<file path="config.mk">
export PLATFORM = sky130hd
export DESIGN_NAME = ssig_ctrl
export DESIGN_NICKNAME = d
export VERILOG_FILES = /design/src/assert_macros.svh /design/src/ssig_pkg.sv /design/src/ssig_ctrl.sv
export SDC_FILE = /design/constraint.sdc
export NUM_CORES = 1
export LEC_CHECK = 0
export ABC_AREA = 0
export BUFFER_PORTS_ARGS = -buffer_cell sky130_fd_sc_hd__buf_2
export CAP_MARGIN = 20
export CORE_MARGIN = 2
export CORE_UTILIZATION = 38
export CTS_CLUSTER_DIAMETER = 100
export DETAILED_ROUTE_END_ITERATION = 12
export MAX_ROUTING_LAYER = met4
export PLACE_DENSITY = 0.67
export SYNTH_ARGS = -nofsm -noshare
export SYNTH_HDL_FRONTEND = slang
export SYNTH_SLANG_ARGS = --single-unit
</file>
<file path="constraint.sdc">
create_clock -name i_clk -period 2 [get_ports i_clk]
set_clock_uncertainty 0.15 [all_clocks]
set_input_delay 0.4 -clock i_clk [delete_from_list [all_inputs] [get_ports i_clk]]
set_output_delay 0.4 -clock i_clk [all_outputs]
set_load 0.1 [all_outputs]
</file>
<file path="src/assert_macros.svh">
// Assertion macros used by the top-level RTL file
`ifndef ASSERT_MACROS_SVH
`define ASSERT_MACROS_SVH

// Implication checked on the same edge, off while in reset
`define SSIG_ASSERT_IMPL(label, ante, cons, msg) \
    label: assert property (@(posedge i_clk) disable iff (!i_rst_n) (ante) |-> (cons)) \
        else $error(msg);

// Implication checked on the following edge, off while in reset
`define SSIG_ASSERT_NEXT(label, ante, cons, msg) \
    label: assert property (@(posedge i_clk) disable iff (!i_rst_n) (ante) |=> (cons)) \
        else $error(msg);

`endif

</file>
<file path="src/ssig_pkg.sv">
// Shared constants, opcodes and controller/datapath interface types
package ssig_pkg;

    // store depth default and fixed field widths
    localparam int DEPTH_DEFAULT = 1024;
    localparam int VAL_W         = 32;
    localparam int POS_W         = 10;
    localparam int OP_W          = 2;

    // request opcodes
    localparam logic [OP_W-1:0] OP_LOAD  = 2'd0;
    localparam logic [OP_W-1:0] OP_PROBE = 2'd1;
    localparam logic [OP_W-1:0] OP_CLEAR = 2'd2;

    // store read address source
    typedef enum logic [1:0] {
        RD_CUR,
        RD_GAL,
        RD_MID
    } t_rd_sel;

    // cursor source when a probe finishes
    typedef enum logic [1:0] {
        FIN_KEEP,
        FIN_CUR,
        FIN_MID,
        FIN_LO0
    } t_fin_sel;

    // controller to datapath commands
    typedef struct packed {
        logic     load;
        logic     clear;
        logic     probe_start;
        t_rd_sel  rd_sel;
        logic     gal_double;
        logic     bs_setup;
        logic     bs_read;
        logic     bs_go_hi;
        logic     bs_go_lo;
        logic     finish;
        logic     fin_found;
        t_fin_sel fin_sel;
    } t_cmd;

    // datapath to controller status
    typedef struct packed {
        logic count_zero;
        logic key_eq;
        logic key_lt;
        logic gal_in;
        logic lo_gt_hi;
        logic mid_eq_lo;
    } t_status;

endpackage

</file>
<file path="src/ssig_ctrl.sv">
// Controller: request decode and gallop / binary search sequencing
module ssig_ctrl
    import ssig_pkg::*;
(
    input  logic            i_clk,
    input  logic            i_rst_n,
    input  logic            i_start,
    input  logic [OP_W-1:0] i_opcode,
    input  t_status         i_status,
    output t_cmd            o_cmd,
    output logic            o_busy
);

    typedef enum logic [8:0] {
        S_IDLE     = 9'b000000001,
        S_EMPTY    = 9'b000000010,
        S_RD_CUR   = 9'b000000100,
        S_CMP_CUR  = 9'b000001000,
        S_GAL_RD   = 9'b000010000,
        S_GAL_CMP  = 9'b000100000,
        S_BS_SETUP = 9'b001000000,
        S_BS_RD    = 9'b010000000,
        S_BS_CMP   = 9'b100000000
    } t_state;

    t_state r_state;
    t_state n_state;

    // next state and commands
    always_comb begin
        n_state = r_state;
        o_cmd   = '0;
        case (r_state)
            S_IDLE: begin
                if (i_start) begin
                    case (i_opcode)
                        OP_LOAD:  o_cmd.load = 1'b1;
                        OP_CLEAR: o_cmd.clear = 1'b1;
                        OP_PROBE: begin
                            o_cmd.probe_start = 1'b1;
                            n_state = i_status.count_zero ? S_EMPTY : S_RD_CUR;
                        end
                        default: ;
                    endcase
                end
            end
            S_EMPTY: begin
                o_cmd.finish  = 1'b1;
                o_cmd.fin_sel = FIN_KEEP;
                n_state       = S_IDLE;
            end
            S_RD_CUR: begin
                o_cmd.rd_sel = RD_CUR;
                n_state      = S_CMP_CUR;
            end
            S_CMP_CUR: begin
                if (i_status.key_eq) begin
                    o_cmd.finish    = 1'b1;
                    o_cmd.fin_found = 1'b1;
                    o_cmd.fin_sel   = FIN_CUR;
                    n_state         = S_IDLE;
                end else begin
                    n_state = S_GAL_RD;
                end
            end
            S_GAL_RD: begin
                if (i_status.gal_in) begin
                    o_cmd.rd_sel = RD_GAL;
                    n_state      = S_GAL_CMP;
                end else begin
                    n_state = S_BS_SETUP;
                end
            end
            S_GAL_CMP: begin
                if (i_status.key_lt) begin
                    o_cmd.gal_double = 1'b1;
                    n_state          = S_GAL_RD;
                end else begin
                    n_state = S_BS_SETUP;
                end
            end
            S_BS_SETUP: begin
                o_cmd.bs_setup = 1'b1;
                n_state        = S_BS_RD;
            end
            S_BS_RD: begin
                if (i_status.lo_gt_hi) begin
                    o_cmd.finish  = 1'b1;
                    o_cmd.fin_sel = FIN_LO0;
                    n_state       = S_IDLE;
                end else begin
                    o_cmd.bs_read = 1'b1;
                    o_cmd.rd_sel  = RD_MID;
                    n_state       = S_BS_CMP;
                end
            end
            S_BS_CMP: begin
                if (i_status.key_eq) begin
                    o_cmd.finish    = 1'b1;
                    o_cmd.fin_found = 1'b1;
                    o_cmd.fin_sel   = FIN_MID;
                    n_state         = S_IDLE;
                end else if (i_status.key_lt) begin
                    o_cmd.bs_go_hi = 1'b1;
                    n_state        = S_BS_RD;
                end else if (i_status.mid_eq_lo) begin
                    o_cmd.finish  = 1'b1;
                    o_cmd.fin_sel = FIN_LO0;
                    n_state       = S_IDLE;
                end else begin
                    o_cmd.bs_go_lo = 1'b1;
                    n_state        = S_BS_RD;
                end
            end
            default: n_state = S_IDLE;
        endcase
    end

    // state register
    always_ff @(posedge i_clk) begin
        if (!i_rst_n) begin
            r_state <= S_IDLE;
        end else begin
            r_state <= n_state;
        end
    end

    assign o_busy = (r_state != S_IDLE);

endmodule

</file>
==> results.cfg, run 1 <==
[status]
status = aborted with a tool error
lastStage = global routing
tool.error = [ERROR DPL-0033] detailed placement checks failed during check placement.

[placed_design]
io_buffers = 25
globalplace.congestion = 0.843
dpl-instance-area_um2 = 1390
dpl.hpwl_mm = 1.88

[yosys]
synth.distinct_cells = 33
ys.flop_type = dfxtp_1
synth.most_common_cell = nor2_1
async_reset_ff_share_pct = 0
synth.area.top_cells = dfxtp_1 26%, nor2_1 6.6%, nor2b_1 4.6%, nor3_1 4.4%, nand2_1 4.4%
ys_seq_area_share_pct = 26.5
synth_common_cells = 12 x nor2_1, 9 x dfxtp_1, 8 x nand2_1, 6 x nor3_1, 5 x nor2b_1
syn_nets = 99
syn_area_per_cell_um2 = 7.73
syn_inst = 88
synth_top_area_share_pct = 26.5
synth_top_area_cell = dfxtp_1
synth_enable_flop_cells = 0
syn_area_um2 = 681
ys_warn_count = 0
synth-seq-cells = 9

[timing]
grt-worst-endpoint = o_cmd[13]
worstEpCategory = top-level output

[clock_network]
cts.root.buffer_cell = clkbuf_4
cts_buffers = 3
clockBufferDepth = 2
cts.sinks = 9
htreeDepth = 1

[die]
rows = 15
ios = 26
initial_core_util_pct = 39.9
die_x_um = 46.3
dieHeight_um = 46.3

[global_routing]
grt_max_degree = 9
antenna_found_initial = 0
cell families after synthesis:
| logic type | synth area share (%) |
|---|---|
| XOR/XNOR | 2.57 |
| flip-flops | 26.5 |
| AO/OA/AOI/OAI | 13.1 |
| buffers and inverters | 6.07 |
| AND/OR/NAND/NOR | 51.8 |
through the flow:
| stage | utilization [%] | setup TNS [ns] | instances | setup slack, ns | hold slack, ns |
|---|---|---|---|---|---|
| CTS | 93.0 | -4.72 | 176 | -0.437 | 0.230 |
| detailed placement | 81.4 | -1.40 | 162 | -0.209 | 0.406 |
| global placement | 81.4 | -1.13 | 162 | -0.185 | 0.390 |
| floorplan | - | -10.92 | 88 | -1.14 | 0.327 |
repair_timing:
action	4_1_cts
hold buffers	0
endpoints found under the setup margin	15
cloned	0
buffers inserted	11
gates resized for setup	21
pin swaps	14
==> run 2, diff against run 1 <==
--- a/config.mk
+++ b/config.mk
@@ -8,12 +8,10 @@
 export ABC_AREA = 0
 export BUFFER_PORTS_ARGS = -buffer_cell sky130_fd_sc_hd__buf_2
 export CAP_MARGIN = 20
-export CORE_MARGIN = 2
-export CORE_UTILIZATION = 38
-export CTS_CLUSTER_DIAMETER = 100
+export CORE_AREA = 2 2 63 65
 export DETAILED_ROUTE_END_ITERATION = 12
-export MAX_ROUTING_LAYER = met4
-export PLACE_DENSITY = 0.67
+export DIE_AREA = 0 0 65 67
+export PLACE_DENSITY_LB_ADDON = 0.15
 export SYNTH_ARGS = -nofsm -noshare
 export SYNTH_HDL_FRONTEND = slang
 export SYNTH_SLANG_ARGS = --single-unit
==> constraint.sdc (replaced) <==
create_clock -name i_clk -period 2.6 [get_ports i_clk]
set_clock_uncertainty 0.15 [all_clocks]
set_input_delay 0.52 -clock i_clk [delete_from_list [all_inputs] [get_ports i_clk]]
set_output_delay 0.52 -clock i_clk [all_outputs]
set_load 0.1 [all_outputs]
==> results.cfg, run 2 <==
[layout]
fin_nets = 135
drive_above_1_share_pct = 54.5
largest_reg_flops = 9
finalNonFillerCells = 171
fillers = 369
largest_registers = r_state: 9 flops
post-route-util_pct = 37.2
diodes = 0
area_growth_pct = 97.2
top_register = r_state
layout.cells.most_common_list = 14 x buf_12, 11 x buf_2, 10 x nor2_1, 10 x buf_4, 7 x nand2_1
layout_commonest_cell = buf_12

[status]
status = complete, no violations

[timing]
timing.hold.ws_ns = 0.368
max_clock_freq_mhz = 387
hold_viol = 0
worst_slack_ns = 0.0137
tightestPinTransition_ns = 0.475
setup_viol = 0
min_period_over_period_pct = 99.5
layout_min_cycle_time_ns = 2.59
slew_headroom_pct = 68.3
rsz0062_at_grt = true
maxSlewViolCount = 0

[clock_network]
tritoncts = yes
clockBufferDepth = 2
htreeDepth = 1
cts_buffers = 3
cts.root.buffer_cell = clkbuf_8
clk_pin_slew_ns = 0.05
cts.sinks = 9
clk_latency_ns = 0.23

[min_path]
holdPathEnd = r_state[0]
holdCritStartpoint = i_rst_n
holdCritPathClass = in -> reg
whs_path_depth = 2

[die]
ios = 26
coreArea_um2 = 3610
die_x_um = 65
die-area_um2 = 4360
rows = 22
initial_core_util_pct = 18.9
dieHeight_um = 67

[power]
peakVddDrop_v = 0.000234
p_leak_nw = 0.522
p_total_uw = 416
power-per-cell-area_nw_per_um2 = 310

[yosys]
synth.most_common_cell = nor2_1
synth_common_cells = 12 x nor2_1, 9 x dfxtp_1, 8 x nand2_1, 6 x nor3_1, 5 x nor2b_1
synth_top_area_share_pct = 26.5
syn_area_per_cell_um2 = 7.73
syn_inst = 88
synth.distinct_cells = 33
synth-seq-cells = 9
synth_top_area_cell = dfxtp_1
syn_nets = 99
async_reset_ff_share_pct = 0
ys_seq_area_share_pct = 26.5
ys_warn_count = 0
synth_enable_flop_cells = 0
ys.flop_type = dfxtp_1
synth.area.top_cells = dfxtp_1 26%, nor2_1 6.6%, nor2b_1 4.6%, nor3_1 4.4%, nand2_1 4.4%
syn_area_um2 = 681

[placed_design]
globalplace.congestion = 0.764
io_buffers = 25
dpl.cell_count = 162
dpl.hpwl_mm = 1.70
pre_cts_ws_ns = 0.232

[worst_setup_path]
crit_type = reg -> out
end_kind = primary output
cp-start-kind = register
crit_path_cell_trace = or3_4, nor4_4, nand3_4, nor4b_4, buf_12
worstPathArrival_ns = 1.92
crit_fanout = 5
reg2reg_from = r_state[6]
reg2reg_slack_ns = 0.64
cp_slowest_cell = or3_4
rr_worst_depth = 6
worstPathRequired_ns = 1.93
slowest_delay_ns = 0.40
worstReg2RegEnd = r_state[4]

[global_routing]
grt_usage_pct = 10.8
grt_pass1_vias = 744
grt_first_pass_wirelength_mm = 3.57
grt_max_degree = 10
antenna_found_initial = 0
grt_overflow = 0

[drt]
vias_per_cell = 4.70
drtPass1Iterations = 4
postRouteAntennaNets = 0
routedWlPerCell_um = 13.2
routed-via-count = 803
drc = 0
drtIter0Drc = 20
wirelength_mm = 2.25

[job]
maxCapViolCount = 0
## run 2: cell counts after synthesis
No cell type changed its count.
## run 2: cell families (layout without fill, tap and decap cells)
| group | after synthesis | in the layout | synth area share, % |
|---|---|---|---|
| compound gates | 13 | 13 | 13.1 |
| simple gates | 56 | 56 | 51.8 |
| flops | 9 | 9 | 26.5 |
| xor+xnor | 2 | 2 | 2.57 |
| buf+inv | 8 | 43 | 6.07 |
## run 2: per-layer routing
metal,vias up,GRT usage (%),part of all wire [%]
met3,2,2.70,6.1
met5,-,0,0
met4,0,5.59,1.2
met1,378,12.6,43
li1,394,-,-
met2,29,18.3,50
## run 2: worst max-delay path, delay by kind of cell (launching register included)
| family | cells | cell delay (ns) |
|---|---|---|
| flip-flops | 1 | 0.31 |
| buffers and inverters | 1 | 0.21 |
| AND/OR/NAND/NOR | 4 | 1.16 |
## run 2: worst max-delay path by stage
stage | from | end | cells past startpoint
6_report | r_state[6] | o_cmd[13] | 5
5_1_grt | r_state[6] | o_cmd[13] | 5
4_1_cts | r_state[1] | o_cmd[10] | 5
3_5_place_dp | r_state[1] | o_cmd[10] | 5
3_3_place_gp | r_state[8] | o_cmd[12] | 5
2_1_floorplan | r_state[7] | o_cmd[12] | 5
## run 2: power by group
group	internal, mW	leakage (nW)	total, mW	switching [mW]
registers	0.139	0.0745	0.143	0.00414
logic	0.0384	0.425	0.107	0.0683
clock network	0.107	0.0228	0.166	0.0587
## run 2: final cells by class
cell class	count	area [um^2]	share of cell area, %
tap	48	60.1	4.47
sequential	9	190	14.2
timing repair buffer	35	410	30.6
inverter	4	15.0	1.12
multi-input combinational	71	622	46.3
clock buffer	4	45.0	3.36
## run 2: metrics by stage
| step | TNS [ns] | area [um^2] |
|---|---|---|
| CTS | 0 | 1300 |
| detailed placement | 0 | 1230 |
| finish | 0 | 1340 |
| floorplan | -3.09 | 840 |
| global route | -0.120 | 1340 |
| global placement | 0 | 1230 |
## run 2: timing repair
item                       4_1_cts  5_1_grt
gates resized for setup          3        5
hold endpoints to repair         0        0
cloned                           0        0
hold buffers                     0        0
setup buffers                    2        3
pin swaps                        1        6
setup endpoints to repair        6        8
Power figures use the tool's default switching activity.
==> run 3, diff against run 2 <==
--- a/config.mk
+++ b/config.mk
@@ -12,6 +12,7 @@
 export DETAILED_ROUTE_END_ITERATION = 12
 export DIE_AREA = 0 0 65 67
 export PLACE_DENSITY_LB_ADDON = 0.15
+export SKIP_LAST_GASP = 1
 export SYNTH_ARGS = -nofsm -noshare
 export SYNTH_HDL_FRONTEND = slang
 export SYNTH_SLANG_ARGS = --single-unit
==> constraint.sdc (replaced) <==
create_clock -name i_clk -period 2.25 [get_ports i_clk]
set_clock_uncertainty 0.15 [all_clocks]
set_input_delay 0.45 -clock i_clk [delete_from_list [all_inputs] [get_ports i_clk]]
set_output_delay 0.45 -clock i_clk [all_outputs]
set_load 0.1 [all_outputs]
==> results.cfg, run 3 (same netlist as run 2, synthesis figures left out) <==
[layout]
seq_area_um2 = 188
post-route-util_pct = 41.7
layout.cells.most_common_list = 28 x buf_4, 14 x buf_12, 10 x nor2_1, 10 x buf_2
largest_reg_flops = 9
area_growth_pct = 121
multi_input_area_um2 = 641
finalInstanceArea_um2 = 1500
fin_nets = 153
drive_above_1_share_pct = 61.7
largest_registers = r_state: 9 flops
layout_commonest_cell = buf_4
diodes = 0
fillers = 357
top_register = r_state
finalNonFillerCells = 189

[drt]
drc = 0
routed-via-count = 844
routedWlPerCell_um = 12.0
drtIter0Drc = 33
postRouteAntennaNets = 0
wirelength_mm = 2.27
drtPass1Iterations = 4
vias_per_cell = 4.47

[clock_network]
clk_latency_ns = 0.23
clockBufferDepth = 2
clk_pin_slew_ns = 0.04
cts_buffers = 3
cts_hold_buf = 0
cts.sinks = 9
htreeDepth = 1
cts.root.buffer_cell = clkbuf_8
tritoncts = yes

[timing]
rsz0062_at_grt = true
layout_min_cycle_time_ns = 2.43
setup_viol = 11
min_period_over_period_pct = 108
max_clock_freq_mhz = 411
slew_headroom_pct = 77.1
setup_tns_ns = -1.37
hold_viol = 0
maxSlewViolCount = 0
worst_slack_ns = -0.182
tightestPinTransition_ns = 0.340

[die]
initial_core_util_pct = 18.9
ios = 26
die_x_um = 65
die-area_um2 = 4360
coreArea_um2 = 3610
dieHeight_um = 67
rows = 22

[placed_design]
dpl.cell_count = 175
io_buffers = 25
dpl.hpwl_mm = 1.82
globalplace.congestion = 0.758
dpl-instance-area_um2 = 1340

[worst_setup_path]
crit_path_cell_trace = or4_4, nor3_4, nand3_2, nor2_4, buf_12
cp-start-kind = register
path_buf_inv = 1
crit_type = reg -> out
crit_fanout = 3
worstPathRequired_ns = 1.65
cp_slowest_cell = or4_4
worstPathArrival_ns = 1.83
cpLargestDelayFamily = simple AND/OR/NAND/NOR gates
slowest_delay_ns = 0.56
end_kind = primary output

[power]
peakVddDrop_v = 0.000245
p_total_uw = 480
p_leak_nw = 0.605
power-per-cell-area_nw_per_um2 = 319

[global_routing]
grt_first_pass_wirelength_mm = 3.70
grt_usage_pct = 11.1
grt_pass1_vias = 792
grt_max_degree = 10
antenna_found_initial = 0
grt_overflow = 0

[job]
maxCapViolCount = 0

[status]
violations = negative setup slack
status = finished with violations

[min_path]
holdCritPathClass = in -> reg
==> run 3: final cells by class <==
cell class	count	share of cell area (%)
Multi-Input combinational cell	71	42.6
Timing Repair Buffer	53	36.7
Sequential cell	9	12.5
Tap cell	48	3.99
Clock buffer	4	3.00
Inverter	4	1.25
==> run 3: repair_timing <==
item	4_1_cts	5_1_grt
gates resized for setup	7	6
pin swaps	6	3
setup buffers	5	5
endpoints found under the setup margin	13	15
==> run 3: stage by stage <==
stage | setup slack [ns] | hold WS [ns]
floorplan | -0.943 | 0.327
global placement | 0.00327 | 0.399
detailed placement | -0.00879 | 0.409
CTS | -0.193 | 0.309
global route | -0.271 | 0.319
finish | -0.182 | 0.309
==> run 3: path summary, 6_finish.rpt <==
check             startpoint    endpoint  slack [ns]  cells past startpoint
setup / recovery  r_state[3]    o_cmd[6]       -0.18                      5
hold / removal       i_rst_n  r_state[0]        0.31                      2
hold reg to reg   r_state[3]  r_state[3]        0.42                      2
setup reg to reg  r_state[6]  r_state[6]        0.09                      8
==> run 3: routing by layer <==
metal / global-route usage (%) / part of all wire [%] / up-vias
li1: - / - / 429
met1: 13.2 / 44 / 393
met2: 19.3 / 51 / 20
met3: 1.69 / 3.9 / 2
met4: 5.59 / 1.2 / 0
met5: 0 / 0 / -
==> run 3: where the power goes <==
part | switching, mW | internal [mW]
sequential | 0.00349 | 0.162
clock | 0.0564 | 0.123
combinational | 0.0833 | 0.0523
